### src/rtl/h23j_pkg.sv
// ----------------------------------------------------------------------------
// h23j_pkg
// Types, widths and constant tables for the base 2/3 Halton jitter block.
// ----------------------------------------------------------------------------
`default_nettype none

package h23j_pkg;

   // Phase count default; hardware widths cover phase counts up to 4096
   localparam int PHASES_DEF = 128;

   // Index 1..4096 and raw remainders below 8192
   localparam int IDX_W = 13;

   // Result width and scale (units of 2^-16)
   localparam int Q_W  = 16;
   localparam int Q_SH = Q_W + 1;

   // Base 3 digits are handled in two groups of four trits
   localparam int TRIT_GRP = 4;
   localparam int GRP_SPAN = 81;
   localparam int GRP_W    = 7;
   localparam int HI_W     = 6;

   // idx / 81 by reciprocal: exact for idx below 2^13
   localparam int             DIV81_SH  = 20;
   localparam int             DIV81_W   = 14;
   localparam logic [DIV81_W-1:0] DIV81_MUL =
      DIV81_W'(((1 << DIV81_SH) + GRP_SPAN - 1) / GRP_SPAN);

   // Mirrored base 3 value over eight trits, denominator 3^8
   localparam int N3_W = 13;
   localparam int DEN3 = 6561;

   // Rounded q = floor((n*2^17 + 6561) / 13122), numerator below 2^30
   localparam int                T3_W     = 30;
   localparam int                DIV3_SH  = 44;
   localparam int                DIV3_W   = 31;
   localparam logic [DIV3_W-1:0] DIV3_MUL =
      DIV3_W'(((64'd1 << DIV3_SH) + 2 * DEN3 - 1) / (2 * DEN3));

   // Four-trit mirror table
   typedef logic [GRP_W-1:0] grp_type;
   typedef grp_type rev3_tbl_type [GRP_SPAN];

   function automatic rev3_tbl_type build_rev3();
      rev3_tbl_type tbl;
      int           x;
      int           r;
      for (int v = 0; v < GRP_SPAN; v++) begin
         x = v;
         r = 0;
         for (int k = 0; k < TRIT_GRP; k++) begin
            r = r * 3 + x % 3;
            x = x / 3;
         end
         tbl[v] = GRP_W'(r);
      end
      return tbl;
   endfunction

   localparam rev3_tbl_type REV3_TBL = build_rev3();

   // Index transfer between the modulo front end and the mirror back end
   typedef struct packed {
      logic             valid;
      logic [IDX_W-1:0] idx;
   } idx_xfer_type;

endpackage

`default_nettype wire

### src/rtl/h23j_mod.sv
// ----------------------------------------------------------------------------
// h23j_mod
// Three-stage front end: forms idx = (frame mod PHASES) + 1 by reciprocal
// multiply, product subtract and one conditional correction.
// ----------------------------------------------------------------------------
`default_nettype none

module h23j_mod
   import h23j_pkg::*;
#(
   parameter int PHASES = PHASES_DEF
) (
   input  wire logic         clock,
   input  wire logic         reset,
   input  wire logic         in_valid,
   input  wire logic [31:0]  in_frame,
   output logic              in_stall,
   output idx_xfer_type      out_xfer,
   input  wire logic         out_stall
);

   localparam logic [31:0]      RECIP_P = 32'((64'd1 << 32) / PHASES);
   localparam logic [IDX_W-1:0] PHASE_N = IDX_W'(PHASES);

   logic                   s1_valid_ff, s1_valid_in;
   logic [IDX_W-1:0]       s1_frame_ff, s1_frame_in;
   logic [IDX_W-1:0]       s1_qest_ff, s1_qest_in;
   logic                   s2_valid_ff, s2_valid_in;
   logic [IDX_W-1:0]       s2_rraw_ff, s2_rraw_in;
   logic                   s3_valid_ff, s3_valid_in;
   logic [IDX_W-1:0]       s3_idx_ff, s3_idx_in;

   logic                   s1_free, s2_free, s3_free;
   logic [63:0]            qest_prod;
   logic [2*IDX_W-1:0]     qp_prod;
   logic [IDX_W-1:0]       rem;

   // Each stage takes a transfer when empty or when it drains this cycle
   assign s3_free  = !s3_valid_ff || !out_stall;
   assign s2_free  = !s2_valid_ff || s3_free;
   assign s1_free  = !s1_valid_ff || s2_free;
   assign in_stall = !s1_free;

   // Stage 1: quotient estimate, low or exact by at most one
   always_comb begin
      qest_prod   = in_frame * RECIP_P;
      s1_valid_in = s1_free ? in_valid : s1_valid_ff;
      s1_frame_in = s1_free ? in_frame[IDX_W-1:0] : s1_frame_ff;
      s1_qest_in  = s1_free ? qest_prod[32 +: IDX_W] : s1_qest_ff;
   end

   // Stage 2: raw remainder below twice the phase count, low bits suffice
   always_comb begin
      qp_prod     = s1_qest_ff * PHASE_N;
      s2_valid_in = s2_free ? s1_valid_ff : s2_valid_ff;
      s2_rraw_in  = s2_free ? (s1_frame_ff - qp_prod[IDX_W-1:0]) : s2_rraw_ff;
   end

   // Stage 3: correct once and step to a one-based index
   always_comb begin
      rem         = (s2_rraw_ff >= PHASE_N) ? (s2_rraw_ff - PHASE_N) : s2_rraw_ff;
      s3_valid_in = s3_free ? s2_valid_ff : s3_valid_ff;
      s3_idx_in   = s3_free ? (rem + IDX_W'(1)) : s3_idx_ff;
   end

   // Clear valid bits on reset; payload needs none
   always_ff @(posedge clock) begin
      if (reset) begin
         s1_valid_ff <= 1'b0;
         s2_valid_ff <= 1'b0;
         s3_valid_ff <= 1'b0;
      end else begin
         s1_valid_ff <= s1_valid_in;
         s2_valid_ff <= s2_valid_in;
         s3_valid_ff <= s3_valid_in;
      end
   end

   always_ff @(posedge clock) begin
      s1_frame_ff <= s1_frame_in;
      s1_qest_ff  <= s1_qest_in;
      s2_rraw_ff  <= s2_rraw_in;
      s3_idx_ff   <= s3_idx_in;
   end

   assign out_xfer.valid = s3_valid_ff;
   assign out_xfer.idx   = s3_idx_ff;

endmodule

`default_nettype wire

### src/rtl/h23j_rinv.sv
// ----------------------------------------------------------------------------
// h23j_rinv
// Four-stage back end: base 2 bit mirror and base 3 trit mirror of the
// index, scaled to units of 2^-16 with one half removed.
// ----------------------------------------------------------------------------
`default_nettype none

module h23j_rinv
   import h23j_pkg::*;
(
   input  wire logic                clock,
   input  wire logic                reset,
   input  wire idx_xfer_type        in_xfer,
   output logic                     in_stall,
   output logic                     out_valid,
   output logic signed [Q_W-1:0]    out_x,
   output logic signed [Q_W-1:0]    out_y,
   input  wire logic                out_stall
);

   logic                   s4_valid_ff, s4_valid_in;
   logic [Q_W-1:0]         s4_xq_ff, s4_xq_in;
   logic [HI_W-1:0]        s4_hi_ff, s4_hi_in;
   logic [IDX_W-1:0]       s4_idx_ff, s4_idx_in;
   logic                   s5_valid_ff, s5_valid_in;
   logic [Q_W-1:0]         s5_xq_ff, s5_xq_in;
   logic [GRP_W-1:0]       s5_lrev_ff, s5_lrev_in;
   logic [GRP_W-1:0]       s5_hrev_ff, s5_hrev_in;
   logic                   s6_valid_ff, s6_valid_in;
   logic [Q_W-1:0]         s6_xq_ff, s6_xq_in;
   logic [N3_W-1:0]        s6_n3_ff, s6_n3_in;
   logic                   s7_valid_ff, s7_valid_in;
   logic [Q_W-1:0]         s7_xq_ff, s7_xq_in;
   logic [Q_W-1:0]         s7_yq_ff, s7_yq_in;

   logic                   s4_free, s5_free, s6_free, s7_free;
   logic [IDX_W+DIV81_W-1:0] hi_prod;
   logic [IDX_W-1:0]       hi_span;
   logic [IDX_W-1:0]       lo_full;
   logic [T3_W-1:0]        t3;
   logic [T3_W+DIV3_W-1:0] y_prod;

   // Place bit j of the index at weight 2^-(j+1)
   function automatic logic [Q_W-1:0] bit_mirror(input logic [IDX_W-1:0] v);
      logic [Q_W-1:0] m;
      m = '0;
      for (int j = 0; j < IDX_W; j++) begin
         m[Q_W-1-j] = v[j];
      end
      return m;
   endfunction

   // Backward ready chain
   assign s7_free  = !s7_valid_ff || !out_stall;
   assign s6_free  = !s6_valid_ff || s7_free;
   assign s5_free  = !s5_valid_ff || s6_free;
   assign s4_free  = !s4_valid_ff || s5_free;
   assign in_stall = !s4_free;

   // Stage 4: base 2 mirror, upper trit group by reciprocal of 81
   always_comb begin
      hi_prod     = in_xfer.idx * DIV81_MUL;
      s4_valid_in = s4_free ? in_xfer.valid : s4_valid_ff;
      s4_xq_in    = s4_free ? bit_mirror(in_xfer.idx) : s4_xq_ff;
      s4_hi_in    = s4_free ? hi_prod[DIV81_SH +: HI_W] : s4_hi_ff;
      s4_idx_in   = s4_free ? in_xfer.idx : s4_idx_ff;
   end

   // Stage 5: lower trit group, mirror both groups through the table
   always_comb begin
      hi_span     = IDX_W'(s4_hi_ff) * IDX_W'(GRP_SPAN);
      lo_full     = s4_idx_ff - hi_span;
      s5_valid_in = s5_free ? s4_valid_ff : s5_valid_ff;
      s5_xq_in    = s5_free ? s4_xq_ff : s5_xq_ff;
      s5_lrev_in  = s5_free ? REV3_TBL[lo_full[GRP_W-1:0]] : s5_lrev_ff;
      s5_hrev_in  = s5_free ? REV3_TBL[GRP_W'(s4_hi_ff)] : s5_hrev_ff;
   end

   // Stage 6: join the groups into the mirrored numerator over 3^8
   always_comb begin
      s6_valid_in = s6_free ? s5_valid_ff : s6_valid_ff;
      s6_xq_in    = s6_free ? s5_xq_ff : s6_xq_ff;
      s6_n3_in    = s6_free ? (N3_W'(s5_lrev_ff) * N3_W'(GRP_SPAN) + N3_W'(s5_hrev_ff))
                            : s6_n3_ff;
   end

   // Stage 7: scale to 2^-16 with round to nearest by reciprocal of 2*3^8
   always_comb begin
      t3          = {s6_n3_ff, {Q_SH{1'b0}}} + T3_W'(DEN3);
      y_prod      = t3 * DIV3_MUL;
      s7_valid_in = s7_free ? s6_valid_ff : s7_valid_ff;
      s7_xq_in    = s7_free ? s6_xq_ff : s7_xq_ff;
      s7_yq_in    = s7_free ? y_prod[DIV3_SH +: Q_W] : s7_yq_ff;
   end

   always_ff @(posedge clock) begin
      if (reset) begin
         s4_valid_ff <= 1'b0;
         s5_valid_ff <= 1'b0;
         s6_valid_ff <= 1'b0;
         s7_valid_ff <= 1'b0;
      end else begin
         s4_valid_ff <= s4_valid_in;
         s5_valid_ff <= s5_valid_in;
         s6_valid_ff <= s6_valid_in;
         s7_valid_ff <= s7_valid_in;
      end
   end

   always_ff @(posedge clock) begin
      s4_xq_ff   <= s4_xq_in;
      s4_hi_ff   <= s4_hi_in;
      s4_idx_ff  <= s4_idx_in;
      s5_xq_ff   <= s5_xq_in;
      s5_lrev_ff <= s5_lrev_in;
      s5_hrev_ff <= s5_hrev_in;
      s6_xq_ff   <= s6_xq_in;
      s6_n3_ff   <= s6_n3_in;
      s7_xq_ff   <= s7_xq_in;
      s7_yq_ff   <= s7_yq_in;
   end

   // Remove one half by flipping the top bit
   assign out_valid = s7_valid_ff;
   assign out_x     = signed'({~s7_xq_ff[Q_W-1], s7_xq_ff[Q_W-2:0]});
   assign out_y     = signed'({~s7_yq_ff[Q_W-1], s7_yq_ff[Q_W-2:0]});

endmodule

`default_nettype wire

### src/rtl/halton_2_3_jitter_top.sv
// ----------------------------------------------------------------------------
// halton_2_3_jitter_top
// Sub-pixel jitter from the Halton sequence in bases 2 and 3.
// ----------------------------------------------------------------------------
//   Channel | Ports                                  | Direction
//   --------+----------------------------------------+----------
//   req     | req_valid, req_stall, req_frame_number | in
//   rsp     | rsp_valid, rsp_stall, rsp_jitter_x/_y  | out
//
//   One transfer in per cycle while req_stall is low, one result out per
//   transfer: three stages form the phase index, four mirror it.
//   The deepest stages hold the 32x32 reciprocal multiply and the 30x31
//   rounding multiply for the base 3 value.
//   Synchronous reset clears the stage valid bits only; nothing else is kept.
//   A stall on rsp freezes only full stages, so bubbles close up and req is
//   stalled only when all seven stages hold results.
// ----------------------------------------------------------------------------
`default_nettype none

module halton_2_3_jitter_top
   import h23j_pkg::*;
#(
   parameter int PHASES = PHASES_DEF
) (
   input  wire logic                clock,
   input  wire logic                reset,
   input  wire logic                req_valid,
   output logic                     req_stall,
   input  wire logic [31:0]         req_frame_number,
   output logic                     rsp_valid,
   input  wire logic                rsp_stall,
   output logic signed [Q_W-1:0]    rsp_jitter_x,
   output logic signed [Q_W-1:0]    rsp_jitter_y
);

   idx_xfer_type idx_xfer;
   logic         idx_stall;

   // Phase index front end
   h23j_mod #(
      .PHASES (PHASES)
   ) u_mod (
      .clock     (clock),
      .reset     (reset),
      .in_valid  (req_valid),
      .in_frame  (req_frame_number),
      .in_stall  (req_stall),
      .out_xfer  (idx_xfer),
      .out_stall (idx_stall)
   );

   // Radical inverse back end
   h23j_rinv u_rinv (
      .clock     (clock),
      .reset     (reset),
      .in_xfer   (idx_xfer),
      .in_stall  (idx_stall),
      .out_valid (rsp_valid),
      .out_x     (rsp_jitter_x),
      .out_y     (rsp_jitter_y),
      .out_stall (rsp_stall)
   );

endmodule

`default_nettype wire

### config.mk
export PLATFORM = sky130hd
export DESIGN_NAME = halton_2_3_jitter_top
export DESIGN_NICKNAME = d
export VERILOG_FILES = /design/src/rtl/h23j_pkg.sv /design/src/rtl/h23j_mod.sv /design/src/rtl/h23j_rinv.sv /design/src/rtl/halton_2_3_jitter_top.sv
export SDC_FILE = /design/constraint.sdc
export NUM_CORES = 1
export LEC_CHECK = 0
export ABC_CLOCK_PERIOD_IN_PS = 6100
export BUFFER_PORTS_ARGS = -buffer_cell sky130_fd_sc_hd__buf_2
export CORE_ASPECT_RATIO = 0.7
export CORE_MARGIN = 8
export CORE_UTILIZATION = 59
export CTS_BUF_LIST = sky130_fd_sc_hd__clkbuf_4 sky130_fd_sc_hd__clkbuf_8 sky130_fd_sc_hd__clkbuf_16
export CTS_CLUSTER_DIAMETER = 40
export DETAILED_ROUTE_END_ITERATION = 10
export GPL_TIMING_DRIVEN = 0
export HOLD_SLACK_MARGIN = 0.12
export PLACE_DENSITY_LB_ADDON = 0.15
export SYNTH_ARGS = -nofsm -noshare
export SYNTH_HDL_FRONTEND = slang
export SYNTH_SLANG_ARGS = --single-unit
### constraint.sdc
create_clock -name clock -period 6.1 [get_ports clock]
set_input_delay 0.915 -clock clock [delete_from_list [all_inputs] [get_ports clock]]
set_output_delay 0.915 -clock clock [all_outputs]
set_load 0.02 [all_outputs]
==> results.sh <==
export IMPL_outcome="finished with violations"
export IMPL_violations="negative setup slack"
export IMPL_r2r_end="u_rinv.s7_yq_ff[6]"
export IMPL_fin_hold_ws_ps=416
export IMPL_ys_ff_latch=135
export IMPL_post_dp_cell_area_um2=18400
export IMPL_start_util_pct=59.3
export IMPL_drt_pass1_iterations=6
export IMPL_design_area_um2=20900
export IMPL_grt_max_degree=30
export IMPL_seq_area_frac_synth_pct=22.6
export IMPL_min_period_over_period_pct=105
export IMPL_areaGrowthSynthToFinish_pct=18.5
export IMPL_die_x_um=222
export IMPL_viasPerCell=5.56
export IMPL_critical_path_required_ps=6290
export IMPL_nNetsFinal=2433
export IMPL_ys_types=72
export IMPL_path_class="reg2reg"
export IMPL_drt_wirelength_per_cell_um=19.6
export IMPL_syn_cell_area_um2=17600
export IMPL_setup_slack_ps=-315
export IMPL_avgSynthCellArea_um2=10.5
export IMPL_synth_largest_area_cell="ha_1"
export IMPL_setup_viol=14
export IMPL_async_flop_share_pct=0
export IMPL_worst_path_max_delay_cell="fa_2"
export IMPL_clk_pin_slew_worst_paths_ps=70
export IMPL_dieArea_um2=35700
export IMPL_n_antenna_cell=0
export IMPL_ys_flop_type="edfxtp_1"
export IMPL_critical_path_max_stage_delay_ps=650
export IMPL_cts_htree_levels=4
export IMPL_crit_cells=21
export IMPL_crit_family="adder cells"
export IMPL_r2r_start="u_rinv.s6_n3_ff[4]"
export IMPL_endpoint_kind="register"
export IMPL_coreArea_um2=29700
export IMPL_slew_headroom_pct=10.0
export IMPL_hold_buffers=0
export IMPL_synth_area_leaders="ha_1 (28%), edfxtp_1 (22%), fa_1 (21%)"
export IMPL_worst_pin_slew_ps=1350
export IMPL_drtAntennaViolNets=0
export IMPL_synthCells=1670
export IMPL_port_buffers=41
export IMPL_first_iter_violations=816
export IMPL_ios=70
export IMPL_finalHoldViolCount=0
export IMPL_path_cells="inv_2 > fa_2 > inv_4 > ha_4 > fa_1 > ha_1 > inv_1 > fa_1 > inv_1 > fa_1 > fa_2 > ha_4 > ha_4 > a21oi_4 > o211ai_1 > a211o_1 > or4_4 > a31oi_4 > o21bai_1 > a21oi_2 > xnor2_1"
export IMPL_wl_um=43600
export IMPL_drive_gt1_share_pct=21.7
export IMPL_first_global_vias=12698
export IMPL_final_util_pct=70.2
export IMPL_grt_antenna_before_repair=0
export IMPL_placementRows=53
export IMPL_tritoncts="built"
export IMPL_clock_root_buffer="clkbuf_16"
export IMPL_grt_first_pass_wirelength_um=67600
export IMPL_gp_congestion=0.966
export IMPL_max_freq_mhz=156
export IMPL_worstSetupEndpoint="u_rinv.s7_yq_ff[6]"
export IMPL_maxSlewViolCount=0
export IMPL_grt_overflow=0
export IMPL_crit_fanout=4
export IMPL_crit_path_start_kind="register"
export IMPL_netlist_area_leader_share_pct=27.5
export IMPL_cts_buffer_depth=2
export IMPL_grt_use_total_pct=24.4
export IMPL_final_setup_skew_ps=15.0
export IMPL_cp_num_buf_inv=4
export IMPL_max_cap_violations=0
export IMPL_dp_slack_ps=-1070
export IMPL_synth_edff_count=128
export IMPL_crit_arrival_ps=6600
export IMPL_r2r_slack_ps=-310
export IMPL_clock_sinks=135
export IMPL_clk_latency_ps=450
export IMPL_rsz0062_at_grt="true"
export IMPL_yosysWarnings=0
export IMPL_rr_worst_depth=21
export IMPL_via_count=12347
export IMPL_remaining_drc_errors=0
export IMPL_hold_path_class="reg2reg"
export IMPL_place_hpwl_um=32400
export IMPL_period_needed_ps=6410
export IMPL_cp_startpoint="u_rinv.s6_n3_ff[4]"
export IMPL_die_y_um=161
export IMPL_tritoncts_num_buffers=17
-- per-stage QoR --
stage               TNS, ps  instances
floorplan              -353       1677
global placement     -12960       2103
detailed placement   -13230       2103
CTS                   -2230       2199
global route          -4450       2222
finish                -2590       2222
-- registers in the layout, summed over array words and instances (netlist names), 6 cells and up --
register	count
u_rinv.s7_yq_ff	16
u_mod.s3_idx_ff	13
u_rinv.s5_xq_ff	13
u_rinv.s6_n3_ff	13
u_rinv.s6_xq_ff	13
u_rinv.s7_xq_ff	13
u_mod.s1_frame_ff	7
u_mod.s2_rraw_ff	7
u_rinv.s4_xq_ff	7
u_rinv.s5_hrev_ff	7
u_rinv.s5_lrev_ff	7
u_rinv.s4_hi_ff	6
u_rinv.s4_idx_ff	6
-- worst register-to-register path, stage by stage (launching register included) --
cell and delay [ps]:
edfxtp_1 500, inv_2 110, fa_2 610, inv_4 70
ha_4 250, fa_1 560, ha_1 150, inv_1 50
fa_1 520, inv_1 50, fa_1 500, fa_2 650
ha_4 230, ha_4 240, a21oi_4 140, o211ai_1 110
a211o_1 300, or4_4 490, a31oi_4 260, o21bai_1 120
a21oi_2 150, xnor2_1 90
-- repair_timing --
action | in CTS | in global routing
endpoints found under the hold margin | 0 | 0
gates cloned | 0 | 0
setup endpoints to repair | 16 | 16
pin swaps | 68 | 88
setup buffers | 66 | 23
resized for setup | 120 | 110
-- area by class of cell --
type / instances / area, um2
repair buffers: 130 / 956
well taps: 385 / 482
flip-flops and latches: 135 / 3980
clock buffers: 17 / 425
inverters: 410 / 1560
multi-input cells: 1079 / 13000
fillers: 2144 / 8850
clock inverters: 15 / 158
plain buffers: 51 / 328
-- per-layer routing --
metal / track usage (%) / wire, um
met4: 6.96 / 903
met3: 8.89 / 3990
met5: 0 / 0
met2: 34.5 / 18100
met1: 34.7 / 20600
-- kinds of logic (layout without fill, tap and decap cells) --
group                    count (synthesis)  after routing  share of synthesized area (%)
AO/OA/AOI/OAI                          228            228                           8.51
flip-flops                             135            135                           22.6
other                                    1              8                         0.0213
XOR/XNOR                                67             67                           3.33
buffers and inverters                  463            623                           10.5
AND/OR/NAND/NOR                        190            190                           5.34
multiplexers                            13             13                          0.981
adder cells (fa/ha/maj)                573            573                           48.7
-- cells in the final DEF (no fill, tap or decap), drive strengths merged, types with 5 or more instances in the layout --
cell type  Yosys  layout
o21ai         41      41
mux2i          6       6
inv          410     417
a211oi         6       6
nand2b        14      14
nor2          46      46
conb           1       8
a21o          19      19
o211ai        11      11
nand4         12      12
edfxtp       128     128
clkbuf        18      32
o31ai          6       6
a31oi          8       8
nor3          20      20
nand3         16      16
o21a           5       5
o311ai         5       5
fa           186     186
nand2         47      47
nor4           5       5
and3           9       9
o21bai        13      13
xor2          16      16
dfxtp          7       7
xnor2         51      51
buf           35     166
a21oi         82      82
ha           387     387
-- cell usage after synthesis, types with 6 or more instances --
cell type,count
nand3_1,16
o21bai_1,13
edfxtp_1,128
a31oi_1,6
a211oi_1,6
a21oi_1,80
mux2i_1,6
inv_1,410
dfxtp_1,7
clkbuf_1,18
nor2_1,45
xnor2_1,51
nand2b_1,14
fa_1,186
nand4_1,11
a21o_1,18
buf_4,30
and3_1,8
nand2_1,47
xor2_1,16
o211ai_1,11
o21ai_0,41
o31ai_1,6
ha_1,387
nor3_1,20
-- how the worst min path moves through the flow --
stage	from	endpoint	slack [ps]	depth (start not counted)
final	u_rinv.s4_xq_ff[4]	u_rinv.s5_xq_ff[4]	420	0
after global placement	u_rinv.s4_xq_ff[8]	u_rinv.s5_xq_ff[8]	400	0
after CTS	u_rinv.s6_xq_ff[3]	u_rinv.s7_xq_ff[3]	420	0
after global routing	u_rinv.s6_xq_ff[5]	u_rinv.s7_xq_ff[5]	420	0
after floorplan	u_mod.s1_frame_ff[0]	u_mod.s2_rraw_ff[0]	400	0
after detailed placement	u_rinv.s5_xq_ff[13]	u_rinv.s6_xq_ff[13]	400	0
Power is left out: the tool's default activity adds up to more than one toggle a clock period on the data nets, which glitch-free logic cannot reach.
